<file path="config.mk">
export PLATFORM = sky130hd
export DESIGN_NAME = periodic_message_tx_scheduler
export DESIGN_NICKNAME = d
export VERILOG_FILES = /design/src/design/pmts_pkg.sv /design/src/design/pmts_ctrl.sv /design/src/design/pmts_dp.sv /design/src/design/periodic_message_tx_scheduler.sv
export SDC_FILE = /design/constraint.sdc
export NUM_CORES = 2
export LEC_CHECK = 0
export CORE_MARGIN = 5
export CORE_UTILIZATION = 45
export CTS_BUF_LIST = sky130_fd_sc_hd__clkbuf_8 sky130_fd_sc_hd__clkbuf_16
export CTS_CLUSTER_DIAMETER = 80
export CTS_CLUSTER_SIZE = 16
export DETAILED_ROUTE_END_ITERATION = 10
export DONT_BUFFER_PORTS = 1
export PLACE_DENSITY = 0.7
export SYNTH_ARGS = -nofsm -noshare
export SYNTH_HDL_FRONTEND = slang
export SYNTH_HIERARCHICAL = 1
export SYNTH_SLANG_ARGS = --single-unit
export TNS_END_PERCENT = 100
</file>
<file path="constraint.sdc">
create_clock -name clk -period 5.4 [get_ports clk]
set_input_delay 0 -clock clk [delete_from_list [all_inputs] [get_ports clk]]
set_output_delay 0 -clock clk [all_outputs]
set_load 0.01 [all_outputs]
</file>
<file path="src/design/pmts_pkg.sv">
// ----------------------------------------------------------------------------
// pmts_pkg
// shared types and constants of the periodic message transmit scheduler
// ----------------------------------------------------------------------------
package pmts_pkg;

	// table size and derived widths
	localparam int MAX_ENTRIES = 32;
	localparam int IDX_W       = (MAX_ENTRIES > 1) ? $clog2(MAX_ENTRIES) : 1;
	localparam int CNT_W       = $clog2(MAX_ENTRIES + 1);

	// fixed field widths
	localparam int COUNT_W    = 6;
	localparam int SLOT_W     = 5;
	localparam int ID_W       = 11;
	localparam int KIND_W     = 2;
	localparam int INTERVAL_W = 16;
	localparam int PHASE_W    = 3;
	localparam int CMP_W      = (CNT_W > COUNT_W) ? CNT_W : COUNT_W;

	// stream widths, padded to whole bytes
	localparam int IN_W  = 40;
	localparam int OUT_W = 24;

	// entry kinds that trigger automatically, the rest never do
	localparam logic [KIND_W-1:0] KIND_CYCLIC  = 2'd0;
	localparam logic [KIND_W-1:0] KIND_ONSTART = 2'd1;

	typedef enum logic [1:0] {
		CMD_WRITE = 2'd0,
		CMD_START = 2'd1,
		CMD_TICK  = 2'd2,
		CMD_STEP  = 2'd3
	} cmd_t;

	typedef enum logic [PHASE_W-1:0] {
		PH_IDLE     = 3'd0,
		PH_SEND     = 3'd1,
		PH_WAIT     = 3'd2,
		PH_COMPLETE = 3'd3,
		PH_DONE     = 3'd4
	} phase_t;

	typedef enum logic [2:0] {
		CS_IDLE,
		CS_EXEC,
		CS_TICK,
		CS_SCAN,
		CS_IDENT,
		CS_OUT
	} ctrl_state_t;

	typedef struct packed {
		cmd_t                  cmd;
		logic [SLOT_W-1:0]     entry_index;
		logic [ID_W-1:0]       entry_id;
		logic                  entry_enabled;
		logic [KIND_W-1:0]     entry_kind;
		logic [INTERVAL_W-1:0] entry_interval;
		logic                  link_busy;
	} item_t;

	typedef struct packed {
		logic                  send_request;
		logic [SLOT_W-1:0]     send_index;
		logic [ID_W-1:0]       send_id;
		logic [PHASE_W-1:0]    machine_state;
		logic                  picked;
	} result_t;

	// controller to datapath
	typedef struct packed {
		logic in_ready;
		logic load_item;
		logic do_write;
		logic do_start;
		logic cnt_clr;
		logic cnt_inc;
		logic tick_rd;
		logic pick;
		logic ident_latch;
		logic phase_step;
		logic load_out;
	} ctl_cmd_t;

	// datapath to controller
	typedef struct packed {
		logic in_valid;
		cmd_t cmd;
		logic phase_idle;
		logic cnt_lt_n;
		logic pend_hit;
		logic out_free;
	} ctl_stat_t;

endpackage

</file>
<file path="src/design/pmts_ctrl.sv">
// ----------------------------------------------------------------------------
// pmts_ctrl
// sequencer: runs one item at a time through exec, sweep, or scan and ident, then output
// ----------------------------------------------------------------------------
module pmts_ctrl
	import pmts_pkg::*;
(
	input  logic      clk,
	input  logic      arst_n,
	input  ctl_stat_t stat,
	output ctl_cmd_t  ctl
);

	ctrl_state_t state_q, state_next;

	always_ff @(posedge clk or negedge arst_n) begin
		if (!arst_n) begin
			state_q <= CS_IDLE;
		end else begin
			state_q <= state_next;
		end
	end

	always_comb begin
		state_next = state_q;
		ctl        = '0;
		unique case (state_q)
			CS_IDLE: begin
				ctl.in_ready = 1'b1;
				if (stat.in_valid) begin
					ctl.load_item = 1'b1;
					state_next    = CS_EXEC;
				end
			end
			CS_EXEC: begin
				unique case (stat.cmd)
					CMD_WRITE: begin
						ctl.do_write = 1'b1;
						state_next   = CS_OUT;
					end
					CMD_START: begin
						ctl.do_start = 1'b1;
						state_next   = CS_OUT;
					end
					CMD_TICK: begin
						ctl.cnt_clr = 1'b1;
						state_next  = CS_TICK;
					end
					CMD_STEP: begin
						if (stat.phase_idle) begin
							ctl.cnt_clr = 1'b1;
							state_next  = CS_SCAN;
						end else begin
							ctl.phase_step = 1'b1;
							state_next     = CS_OUT;
						end
					end
					default: state_next = CS_OUT;
				endcase
			end
			CS_TICK: begin
				// last write-back lands at the edge that leaves this state
				if (stat.cnt_lt_n) begin
					ctl.tick_rd = 1'b1;
					ctl.cnt_inc = 1'b1;
				end else begin
					state_next = CS_OUT;
				end
			end
			CS_SCAN: begin
				if (!stat.cnt_lt_n) begin
					state_next = CS_OUT;
				end else if (stat.pend_hit) begin
					ctl.pick   = 1'b1;
					state_next = CS_IDENT;
				end else begin
					ctl.cnt_inc = 1'b1;
				end
			end
			CS_IDENT: begin
				ctl.ident_latch = 1'b1;
				state_next      = CS_OUT;
			end
			CS_OUT: begin
				if (stat.out_free) begin
					ctl.load_out = 1'b1;
					state_next   = CS_IDLE;
				end
			end
			default: state_next = CS_IDLE;
		endcase
	end

endmodule

</file>
<file path="src/design/pmts_dp.sv">
// ----------------------------------------------------------------------------
// pmts_dp
// entry table, tick sweep pipeline, transmit phase and result register
// ----------------------------------------------------------------------------
module pmts_dp
	import pmts_pkg::*;
(
	input  logic               clk,
	input  logic               arst_n,
	input  ctl_cmd_t           ctl,
	output ctl_stat_t          stat,
	input  logic               in_valid,
	input  item_t              item,
	input  logic [COUNT_W-1:0] entry_count,
	output logic               out_valid,
	input  logic               out_ready,
	output result_t            result
);

	item_t                  item_q;
	logic [CNT_W-1:0]       n_active;
	logic [CNT_W-1:0]       cnt_q;
	logic [IDX_W-1:0]       cnt_idx;

	logic [ID_W-1:0]        ident_mem  [MAX_ENTRIES];
	logic [INTERVAL_W-1:0]  period_mem [MAX_ENTRIES];
	logic [INTERVAL_W-1:0]  count_mem  [MAX_ENTRIES];
	logic [KIND_W-1:0]      kind_q     [MAX_ENTRIES];
	logic [MAX_ENTRIES-1:0] enable_q;
	logic [MAX_ENTRIES-1:0] pending_q;
	logic [MAX_ENTRIES-1:0] start_mask;

	logic                   wr_ok;
	logic [IDX_W-1:0]       wr_idx;

	logic                   valid_s1;
	logic [IDX_W-1:0]       idx_s1;
	logic [INTERVAL_W-1:0]  count_rd_s1;
	logic [INTERVAL_W-1:0]  period_rd_s1;
	logic [ID_W-1:0]        ident_rd_s1;

	logic                   tick_wr;
	logic                   tick_fire;
	logic [INTERVAL_W-1:0]  cd_dec;
	logic                   cd_we;
	logic [IDX_W-1:0]       cd_wa;
	logic [INTERVAL_W-1:0]  cd_wd;

	phase_t                 phase_q, phase_next;
	logic [IDX_W-1:0]       slot_q;
	logic [ID_W-1:0]        ident_q;
	logic                   req_q;
	logic                   picked_q;
	logic                   out_valid_q;
	result_t                out_q;

	// active count clipped to the table size
	always_comb begin
		if (CMP_W'(entry_count) > CMP_W'(MAX_ENTRIES)) begin
			n_active = CNT_W'(MAX_ENTRIES);
		end else begin
			n_active = CNT_W'(entry_count);
		end
	end

	assign cnt_idx = cnt_q[IDX_W-1:0];
	assign wr_ok   = CMP_W'(item_q.entry_index) < CMP_W'(MAX_ENTRIES);
	assign wr_idx  = IDX_W'(item_q.entry_index);

	always_ff @(posedge clk) begin
		if (ctl.load_item) begin
			item_q <= item;
		end
	end

	always_ff @(posedge clk or negedge arst_n) begin
		if (!arst_n) begin
			cnt_q <= '0;
		end else if (ctl.cnt_clr) begin
			cnt_q <= '0;
		end else if (ctl.cnt_inc) begin
			cnt_q <= cnt_q + CNT_W'(1);
		end
	end

	// entry fields, read at the sweep index every cycle
	always_ff @(posedge clk) begin
		if (ctl.do_write && wr_ok) begin
			ident_mem[wr_idx]  <= item_q.entry_id;
			period_mem[wr_idx] <= item_q.entry_interval;
			kind_q[wr_idx]     <= item_q.entry_kind;
		end
		ident_rd_s1  <= ident_mem[cnt_idx];
		period_rd_s1 <= period_mem[cnt_idx];
	end

	// down-counters: loaded on write, updated by the tick write-back
	assign tick_wr   = valid_s1 && enable_q[idx_s1] && (kind_q[idx_s1] == KIND_CYCLIC);
	assign cd_dec    = count_rd_s1 - INTERVAL_W'(1);
	assign tick_fire = (cd_dec == '0);

	always_comb begin
		cd_we = tick_wr;
		cd_wa = idx_s1;
		cd_wd = tick_fire ? period_rd_s1 : cd_dec;
		if (ctl.do_write) begin
			cd_we = wr_ok;
			cd_wa = wr_idx;
			cd_wd = item_q.entry_interval;
		end
	end

	always_ff @(posedge clk) begin
		if (cd_we) begin
			count_mem[cd_wa] <= cd_wd;
		end
		count_rd_s1 <= count_mem[cnt_idx];
		idx_s1      <= cnt_idx;
	end

	always_ff @(posedge clk or negedge arst_n) begin
		if (!arst_n) begin
			valid_s1 <= 1'b0;
		end else begin
			valid_s1 <= ctl.tick_rd;
		end
	end

	always_comb begin
		for (int i = 0; i < MAX_ENTRIES; i++) begin
			start_mask[i] = enable_q[i] && (kind_q[i] == KIND_ONSTART)
				&& (CNT_W'(i) < n_active);
		end
	end

	always_ff @(posedge clk or negedge arst_n) begin
		if (!arst_n) begin
			enable_q  <= '0;
			pending_q <= '0;
		end else begin
			if (ctl.do_write && wr_ok) begin
				enable_q[wr_idx]  <= item_q.entry_enabled;
				pending_q[wr_idx] <= 1'b0;
			end
			if (ctl.do_start) begin
				pending_q <= pending_q | start_mask;
			end
			if (tick_wr && tick_fire) begin
				pending_q[idx_s1] <= 1'b1;
			end
			if (ctl.pick) begin
				pending_q[cnt_idx] <= 1'b0;
			end
		end
	end

	// transmit phase
	always_comb begin
		phase_next = phase_q;
		if (ctl.pick) begin
			phase_next = PH_SEND;
		end else if (ctl.phase_step) begin
			unique case (phase_q)
				PH_SEND:     phase_next = PH_WAIT;
				PH_WAIT:     phase_next = item_q.link_busy ? PH_WAIT : PH_COMPLETE;
				PH_COMPLETE: phase_next = PH_DONE;
				default:     phase_next = PH_IDLE;
			endcase
		end
	end

	always_ff @(posedge clk or negedge arst_n) begin
		if (!arst_n) begin
			phase_q  <= PH_IDLE;
			slot_q   <= '0;
			ident_q  <= '0;
			req_q    <= 1'b0;
			picked_q <= 1'b0;
		end else begin
			phase_q <= phase_next;
			if (ctl.load_item) begin
				req_q    <= 1'b0;
				picked_q <= 1'b0;
			end
			if (ctl.phase_step && (phase_q == PH_SEND)) begin
				req_q <= 1'b1;
			end
			if (ctl.pick) begin
				picked_q <= 1'b1;
				slot_q   <= cnt_idx;
			end
			if (ctl.ident_latch) begin
				ident_q <= ident_rd_s1;
			end
		end
	end

	// result register
	always_ff @(posedge clk or negedge arst_n) begin
		if (!arst_n) begin
			out_valid_q <= 1'b0;
		end else if (ctl.load_out) begin
			out_valid_q <= 1'b1;
		end else if (out_ready) begin
			out_valid_q <= 1'b0;
		end
	end

	always_ff @(posedge clk) begin
		if (ctl.load_out) begin
			out_q.send_request  <= req_q;
			out_q.send_index    <= SLOT_W'(slot_q);
			out_q.send_id       <= ident_q;
			out_q.machine_state <= phase_q;
			out_q.picked        <= picked_q;
		end
	end

	assign out_valid = out_valid_q;
	assign result    = out_q;

	assign stat.in_valid   = in_valid;
	assign stat.cmd        = item_q.cmd;
	assign stat.phase_idle = (phase_q == PH_IDLE);
	assign stat.cnt_lt_n   = (cnt_q < n_active);
	assign stat.pend_hit   = pending_q[cnt_idx];
	assign stat.out_free   = !out_valid_q || out_ready;

	a_pick_to_send: assert property (@(posedge clk) disable iff (!arst_n)
		ctl.pick |=> phase_q == PH_SEND)
		else $error("pick did not move the phase to send");

	a_req_in_wait: assert property (@(posedge clk) disable iff (!arst_n)
		out_valid_q && out_q.send_request |-> out_q.machine_state == PH_WAIT)
		else $error("send request reported outside the wait phase");

	a_picked_in_send: assert property (@(posedge clk) disable iff (!arst_n)
		out_valid_q && out_q.picked
			|-> out_q.machine_state == PH_SEND && !out_q.send_request)
		else $error("picked result not in the send phase");

	a_sweep_in_range: assert property (@(posedge clk) disable iff (!arst_n)
		valid_s1 |-> CNT_W'(idx_s1) < n_active)
		else $error("tick write-back beyond the active entries");

	a_no_overwrite: assert property (@(posedge clk) disable iff (!arst_n)
		ctl.load_out |-> !(out_valid_q && !out_ready))
		else $error("result register overwritten while stalled");

endmodule

</file>
<file path="src/design/periodic_message_tx_scheduler.sv">
// ----------------------------------------------------------------------------
// periodic_message_tx_scheduler
// transmit message table with cyclic and on-start triggers and a send machine
// ----------------------------------------------------------------------------
// sequence: write, start and non-idle step items pass exec and output; a tick
//   sweeps all n entries and an idle step scans them up to a pending one, n
//   being the active entry count, in a one-entry-per-cycle table sweep
// throughput: one item at a time, the next accepted once the result is queued
// reset: arst_n clears the phase, latched values, enable and trigger flags,
//   the count register and the result valid; no clearing pass is run
// ----------------------------------------------------------------------------
module periodic_message_tx_scheduler
	import pmts_pkg::*;
(
	input  logic             clk,
	input  logic             arst_n,
	// item stream in
	input  logic             s_tvalid,
	output logic             s_tready,
	// cmd, entry_index, entry_id, entry_enabled, entry_kind, entry_interval,
	// link_busy, zero pad
	input  logic [IN_W-1:0]  s_tdata,
	// result stream out
	output logic             m_tvalid,
	input  logic             m_tready,
	// send_request, send_index, send_id, machine_state, picked, zero pad
	output logic [OUT_W-1:0] m_tdata,
	// register port
	input  logic             psel,
	input  logic             penable,
	input  logic             pwrite,
	input  logic [2:0]       paddr,
	input  logic [31:0]      pwdata,
	output logic [31:0]      prdata,
	output logic             pready
);

	ctl_cmd_t           ctl;
	ctl_stat_t          stat;
	item_t              item;
	result_t            result;
	logic [COUNT_W-1:0] entry_count_q;

	// register file: entry_count at byte addresses 0 to 3, 4 to 7 read as zero
	always_ff @(posedge clk or negedge arst_n) begin
		if (!arst_n) begin
			entry_count_q <= '0;
		end else if (psel && penable && pwrite && pready && !paddr[2]) begin
			entry_count_q <= pwdata[COUNT_W-1:0];
		end
	end

	assign pready = 1'b1;
	assign prdata = paddr[2] ? 32'd0 : {{(32 - COUNT_W){1'b0}}, entry_count_q};

	// unpack the incoming item, first field in the low bits
	assign item.cmd            = cmd_t'(s_tdata[1:0]);
	assign item.entry_index    = s_tdata[6:2];
	assign item.entry_id       = s_tdata[17:7];
	assign item.entry_enabled  = s_tdata[18];
	assign item.entry_kind     = s_tdata[20:19];
	assign item.entry_interval = s_tdata[36:21];
	assign item.link_busy      = s_tdata[37];

	assign s_tready = ctl.in_ready;

	pmts_ctrl u_ctrl (
		.clk    (clk),
		.arst_n (arst_n),
		.stat   (stat),
		.ctl    (ctl)
	);

	pmts_dp u_dp (
		.clk         (clk),
		.arst_n      (arst_n),
		.ctl         (ctl),
		.stat        (stat),
		.in_valid    (s_tvalid),
		.item        (item),
		.entry_count (entry_count_q),
		.out_valid   (m_tvalid),
		.out_ready   (m_tready),
		.result      (result)
	);

	// pack the result, first field in the low bits
	assign m_tdata = {3'b000, result.picked, result.machine_state, result.send_id,
		result.send_index, result.send_request};

endmodule
</file>
Word-level counts from Yosys, hierarchy flattened
Memory sizes are Yosys's and may differ from the RTL's. A register that Yosys moved wholly into a read port is not among the register bits.
Index checks and enable logic that the tools add are counted.
- reductions and logical operators: 89
- eq/ne operators: 47
- bitwise gates (word level): 6
- add/sub/neg operators: 2
- order comparisons: 40
- mux-type cells: 65
- operators with widths (kind ; number):
    2-to-1 mux 32 bit ; 4
    less-than comparator 5 x 6 -> 1 bit, first input constant ; 16
    logical AND 1 bit ; 74
    == test 2 x 1 -> 1 bit, second input constant ; 33
    bitwise AND 32 bit ; 2
    inverter 32 bit ; 2
    OR 32 bit ; 2
    less-than comparator 4 x 6 -> 1 bit, first input constant ; 8
    bitwise mux 32 bit ; 1
    2-to-1 mux 1 bit ; 32
    2-to-1 mux 16 bit ; 2
    2-to-1 mux 3 bit ; 9
    less-than comparator 3 x 6 -> 1 bit, first input constant ; 4
    2-to-1 mux 6 bit ; 4
    less-than comparator 5 x 6 -> 1 bit, second input constant ; 3
    case mux 3 bit (3 select lines) ; 2
    case mux 3 bit (6 select lines) ; 1
    zero test 16 bit ; 1
    subtractor 16 x 1 -> 16 bit, second input constant ; 1
    demux 1 bit (select 5 bit) ; 3
    greater-or-equal comparator 5 x 1 -> 1 bit, second input constant ; 3
    == test 3 x 2 -> 1 bit, second input constant ; 4
    less-than comparator 1 x 6 -> 1 bit, first input constant ; 2
    less-than comparator 2 x 6 -> 1 bit, first input constant ; 2
    19 further kinds ; 34
- bits of input ports: 82
- register bits after elaboration: 166
- word-level logic and storage cells: 278
- memories: 4
- RAM bits: 1440
- output and inout bits: 59
- memories (memory ; depth ; width ; rd ports ; clocked after memory_dff ; wr ports ; RTL line ; RTL):
    u_dp.count_mem ; 32 ; 16 ; 1 ; 1 ; 1 ; pmts_dp.sv:27 ; logic [INTERVAL_W-1:0] count_mem [MAX_ENTRIES];
    u_dp.period_mem ; 32 ; 16 ; 1 ; 1 ; 1 ; pmts_dp.sv:26 ; logic [INTERVAL_W-1:0] period_mem [MAX_ENTRIES];
    u_dp.ident_mem ; 32 ; 11 ; 1 ; 1 ; 1 ; pmts_dp.sv:25 ; logic [ID_W-1:0] ident_mem [MAX_ENTRIES];
    u_dp.kind_q ; 32 ; 2 ; 33 ; 1 ; 1 ; pmts_dp.sv:28 ; logic [KIND_W-1:0] kind_q [MAX_ENTRIES];

Longest topological paths before layout
- depth in word-level cells: 12
- depth in mapped cells: 15
- depth with buffers taken out: 14

Cells and area by module
The synthesis kept the hierarchy.
- by module, submodules not included (module ; instances ; area an instance (um^2) ; seq. area each (um^2) ; cells each):
    pmts_dp ; 1 ; 62950.4 ; 48301.3 ; 3063
    periodic_message_tx_scheduler ; 1 ; 526.8 ; 150.1 ; 51
    pmts_ctrl ; 1 ; 267.8 ; 75.1 ; 38

Worst setup path before layout
No wires, ideal clock.
- kind: reg2reg
- start point: register u_dp.count_rd_s1[0] (read register of u_dp.count_mem)
- end point: memory u_dp.count_mem[0][7], data pin
- stages on the path, launching flop included: 11
- slack: 1.237 ns
- clock period less this slack: 4.163 ns
- buffers on the path: 1
- data required time: 4.946 ns
- library setup time: 0.454 ns
- arrival time: 3.709 ns
- path through: dfxtp_1 inv_1 ha_1 nor4b_4 nand4_1 xnor2_1 or4_4 nor3_4 buf_4 a21oi_1 o21ai_0
- word-level cells in the longest chain between the ends: 4
- ends and longest elaborated chain (what ; RTL line ; RTL):
    from (decl) ; pmts_dp.sv:38 ; logic [INTERVAL_W-1:0] count_rd_s1;
    subtractor 16 x 1 -> 16 bit * ; pmts_dp.sv:99 ; assign cd_dec = count_rd_s1 - INTERVAL_W'(1);
    zero test 16 bit ; pmts_dp.sv:100 ; assign tick_fire = (cd_dec == '0);
    2-to-1 mux 16 bit * ; pmts_dp.sv:105 ; cd_wd = tick_fire ? period_rd_s1 : cd_dec;
    2-to-1 mux 16 bit * ; pmts_dp.sv:106 ; if (ctl.do_write) begin
    via u_dp.cd_wd[7] ; pmts_dp.sv:47 ; logic [INTERVAL_W-1:0] cd_wd;
    to (decl) ; pmts_dp.sv:27 ;
The timed path passes the listed nets; every way through them passes the cells marked *.

Worst setup path after layout
- start point: register u_dp.count_rd_s1[0] (read register of u_dp.count_mem)
- end point: memory u_dp.count_mem[25][12], data pin
The elaborated chain is that of the path after synthesis.

==> impl_metrics.env <==
export IMPL_synthCells=3152
export IMPL_dieArea_um2=149000
export IMPL_crit_buf_inv=2
export IMPL_post_cts_buffers=0
export IMPL_die_x_um=386
export IMPL_clk_insertion_delay_late_ns=0.77
export IMPL_top_layer="met4"
export IMPL_finalHoldViolCount=0
export IMPL_slew_violations=0
export IMPL_outcome="finished clean"
export IMPL_drive_above_1_share_pct=23.6
export IMPL_clock_sinks=1649
export IMPL_tritoncts="done"
export IMPL_rsz0062_at_grt="no"
export IMPL_final_setup_skew_ns=0.0518
export IMPL_met2_length_um=74700
export IMPL_hold_buffers=94
export IMPL_cp_max_fo=17
export IMPL_pwr_share_comb_pct=21.5
export IMPL_grt_max_degree=127
export IMPL_placed_cell_area_um2=66800
export IMPL_antenna_found_initial=0
export IMPL_tightest_slew_ns=1.31
export IMPL_core_area_um2=141000
export IMPL_fin_crit_sh_pct=77.0
export IMPL_worst_path_max_delay_cell="a21oi_2"
export IMPL_htreeDepth=3
export IMPL_io_buffers=0
export IMPL_netlist_area_um2=63700
export IMPL_vias=33000
export IMPL_met3_wirelength_um=15300
export IMPL_slew_limit_headroom_pct=12.5
export IMPL_ios=141
export IMPL_async_flop_share_pct=6.19
export IMPL_drt_pass1_iter_count=6
export IMPL_n_fill_cell=11100
export IMPL_p_switching_uw=8970
export IMPL_crit_required_ns=5.98
export IMPL_crit_arrival_ns=4.74
export IMPL_die_h_um=386
export IMPL_grt_ovfl_total=0
export IMPL_maxCapViolations=0
export IMPL_synth_avg_cell_area_um2=20.2
export IMPL_finalSetupViolCount=0
export IMPL_fin_setup_tns_ns=0
export IMPL_drc_errors=0
export IMPL_ys_seq_elements=1649
export IMPL_grt_use_total_pct=21.2
export IMPL_pwr_share_seq_pct=52.0
export IMPL_cts_max_path_buffers=3
export IMPL_crit_family="simple AND/OR/NAND/NOR gates"
export IMPL_cts_resized=0
export IMPL_drtIter0Drc=4336
export IMPL_p_sw_share_pct=28.8
export IMPL_p_clk_share_pct=26.5
export IMPL_wl_per_cell_um=29.9
export IMPL_place_gp_congestion=0.911
export IMPL_reg2reg_setup_slack_ns=1.24
export IMPL_fin_crit_ns=4.16
export IMPL_critical_path_class="flip-flop to flip-flop"
export IMPL_syn_to_final_growth_pct=11.8
export IMPL_p_int_uw=22100
export IMPL_hpwl_um=89000
export IMPL_rows=138
export IMPL_path_cells="inv_1, ha_1, nor4b_4, nand4_1, xnor2_1, or4_4, nor3_4, a211oi_1, a21oi_2, buf_4"
export IMPL_routed_wirelength_um=159000
export IMPL_wl_met1_um=63400
export IMPL_grt_pass1_vias=32600
export IMPL_cp_start_kind="flip-flop"
export IMPL_synth_edff_count=1499
export IMPL_synthFlopType="edfxtp_1"
export IMPL_power_density_nw_per_um2=436
export IMPL_ir_drop_uv=353
export IMPL_synth_distinct_cells=80
export IMPL_max_clock_freq_mhz=241
export IMPL_design_area_um2=71300
export IMPL_ant_nets=0
export IMPL_final_nets=3406
export IMPL_seq_area_frac_synth_pct=76.1
export IMPL_root_buffer="clkbuf_16"
export IMPL_max_stage_delay_ns=0.71
export IMPL_numCtsBuffers=116
export IMPL_vias_per_cell=6.21
export IMPL_initial_core_util_pct=45.1
export IMPL_grt_pass1_wl_um=230000
export IMPL_cp_end_kind="flip-flop"
export IMPL_p_leak_uw=0.0225
export IMPL_antenna_cells=0
export IMPL_clk_pin_slew_ns=0.07
export IMPL_hp_class="primary input to flip-flop"
export IMPL_yosys_warnings=6
==> Yosys cell counts (3+ instances only) <==
cell type / instances / share of area, %
edfxtp_1: 1499 / 71
mux4_2: 353 / 12
a22oi_1: 178 / 2.1
clkbuf_1: 121 / 0.71
dfrtp_1: 102 / 4.0
nor2_1: 98 / 0.58
nor3_1: 75 / 0.59
nand2_1: 66 / 0.39
mux2_2: 61 / 1.1
nand4_1: 50 / 0.49
dfxtp_1: 48 / 1.5
a31oi_1: 47 / 0.46
a21oi_1: 43 / 0.34
buf_1: 40 / 0.24
buf_4: 38 / 0.45
o21ai_0: 32 / 0.25
inv_1: 26 / 0.15
o31ai_1: 23 / 0.27
mux2i_1: 17 / 0.27
o41ai_1: 16 / 0.22
nand3_1: 14 / 0.11
a211oi_1: 13 / 0.15
buf_2: 13 / 0.10
nand2b_1: 12 / 0.12
ha_1: 11 / 0.22
nor3b_1: 11 / 0.13
and3_1: 10 / 0.098
xor2_1: 10 / 0.14
nor2b_1: 9 / 0.088
or3_1: 8 / 0.079
xnor2_1: 8 / 0.11
nand3b_1: 7 / 0.082
and2b_2: 6 / 0.082
nand4b_1: 6 / 0.082
and2_1: 5 / 0.049
a21o_1: 4 / 0.047
nor4_1: 4 / 0.039
o22ai_1: 4 / 0.039
a22oi_2: 3 / 0.059
a2bb2oi_1: 3 / 0.041
and3b_1: 3 / 0.041
buf_6: 3 / 0.053
o31a_1: 3 / 0.041
==> tightest hold or removal path: stages <==
cell           delay (ns)
dlygate4sd3_1        0.52
nand2b_1             0.18
nand2b_1             0.07
==> registers in the layout, indices dropped and copies added (netlist names), 3 cells and up <==
name / count
entry_count_q: 6
u_ctrl/state_q: 3
u_dp/cnt_q: 6
u_dp/count_mem: 512
u_dp/count_rd_s1: 16
u_dp/enable_q: 32
u_dp/ident_mem: 352
u_dp/ident_q: 11
u_dp/ident_rd_s1: 11
u_dp/idx_s1: 5
u_dp/item_q: 31
u_dp/kind_q: 64
u_dp/pending_q: 32
u_dp/period_mem: 512
u_dp/period_rd_s1: 16
u_dp/phase_q: 3
u_dp/result: 21
u_dp/slot_q: 5
u_dp/wr_idx: 5
==> worst paths after layout <==
check,from,end,cells after the start
setup / recovery,u_dp/count_rd_s1[0]$_DFF_P_,u_dp/count_mem[25][12]$_DFFE_PP_,10
hold / removal,m_tready,u_dp/out_valid$_DFFE_PN0P_,3
setup reg to reg,u_dp/count_rd_s1[0]$_DFF_P_,u_dp/count_mem[25][12]$_DFFE_PP_,10
hold reg to reg,u_dp/ident_q[8]$_DFFE_PN0P_,u_dp/result[12]$_DFFE_PP_,0
max in group asynchronous,arst_n,u_dp/ident_q[6]$_DFFE_PN0P_,4
min in group asynchronous,arst_n,u_dp/enable_q[9]$_DFFE_PN0P_,3
==> layout make-up <==
| class | instances | area (µm²) | share of cell area, % |
|---|---|---|---|
| flip-flops and latches | 1649 | 48500 | 68.1 |
| multi-input cells | 1290 | 14700 | 20.7 |
| clock buffers | 118 | 2940 | 4.13 |
| well taps | 1890 | 2360 | 3.32 |
| repair buffers | 230 | 2050 | 2.88 |
| clock inverters | 104 | 557 | 0.781 |
| inverters | 26 | 97.6 | 0.137 |
==> metrics by stage <==
step	std cells	hold WS [ns]	total power (µW)	worst slack, ns	util, %
after floorplan	3180	-0.296	20700	1.24	-
after global placement	4991	-0.280	23000	1.42	47.3
after detailed placement	4991	-0.280	23100	1.29	47.3
after CTS	5307	0.0141	31300	1.25	50.5
after global routing	5307	0.0777	32300	0.947	50.5
final	5307	0.0719	31100	1.24	50.5
==> layer usage <==
layer	up-vias	track usage, %
met5	-	0
met4	0	6.90
met3	293	3.99
met2	1858	33.1
met1	17400	30.6
li1	13400	-
==> cell usage in the layout, fill, tap and decap left out, types with 25 or more instances in the layout <==
cell	instances
edfxtp_1	1499
mux4_2	353
a22oi_1	178
nor3_1	41
a31oi_1	47
conb_1	30
buf_4	130
inv_1	116
nand2_1	66
nor2_4	33
o21ai_0	25
nor3_2	36
clkbuf_16	117
dfxtp_1	47
nand4_1	50
nor2_1	64
a21oi_1	36
dlygate4sd3_1	93
mux2_2	61
dfrtp_1	100
==> power by group through the flow <==
stage	registers, µW	clock network [µW]	logic, µW
after floorplan	16200	0	4480
after global placement	16400	0	6530
after detailed placement	16400	0	6650
after CTS	16200	8400	6760
after global routing	16200	8920	7140
final	16200	8230	6700
==> logic make-up (layout without fill, tap and decap cells) <==
family                     Yosys count  after routing  share of synthesized area [%]
xor gates and xnor gates            19             19                          0.273
AOI/OAI and AO/OA                  393            393                           4.37
adders and majority gates           11             11                          0.216
muxes                              432            432                           13.8
DFF                               1649           1649                           76.1
other                                2             30                         0.0118
buffers and inverters              241            478                           1.70
and+or+nand+nor                    405            405                           3.46
Note: power is estimated with default switching activity, not from simulation.
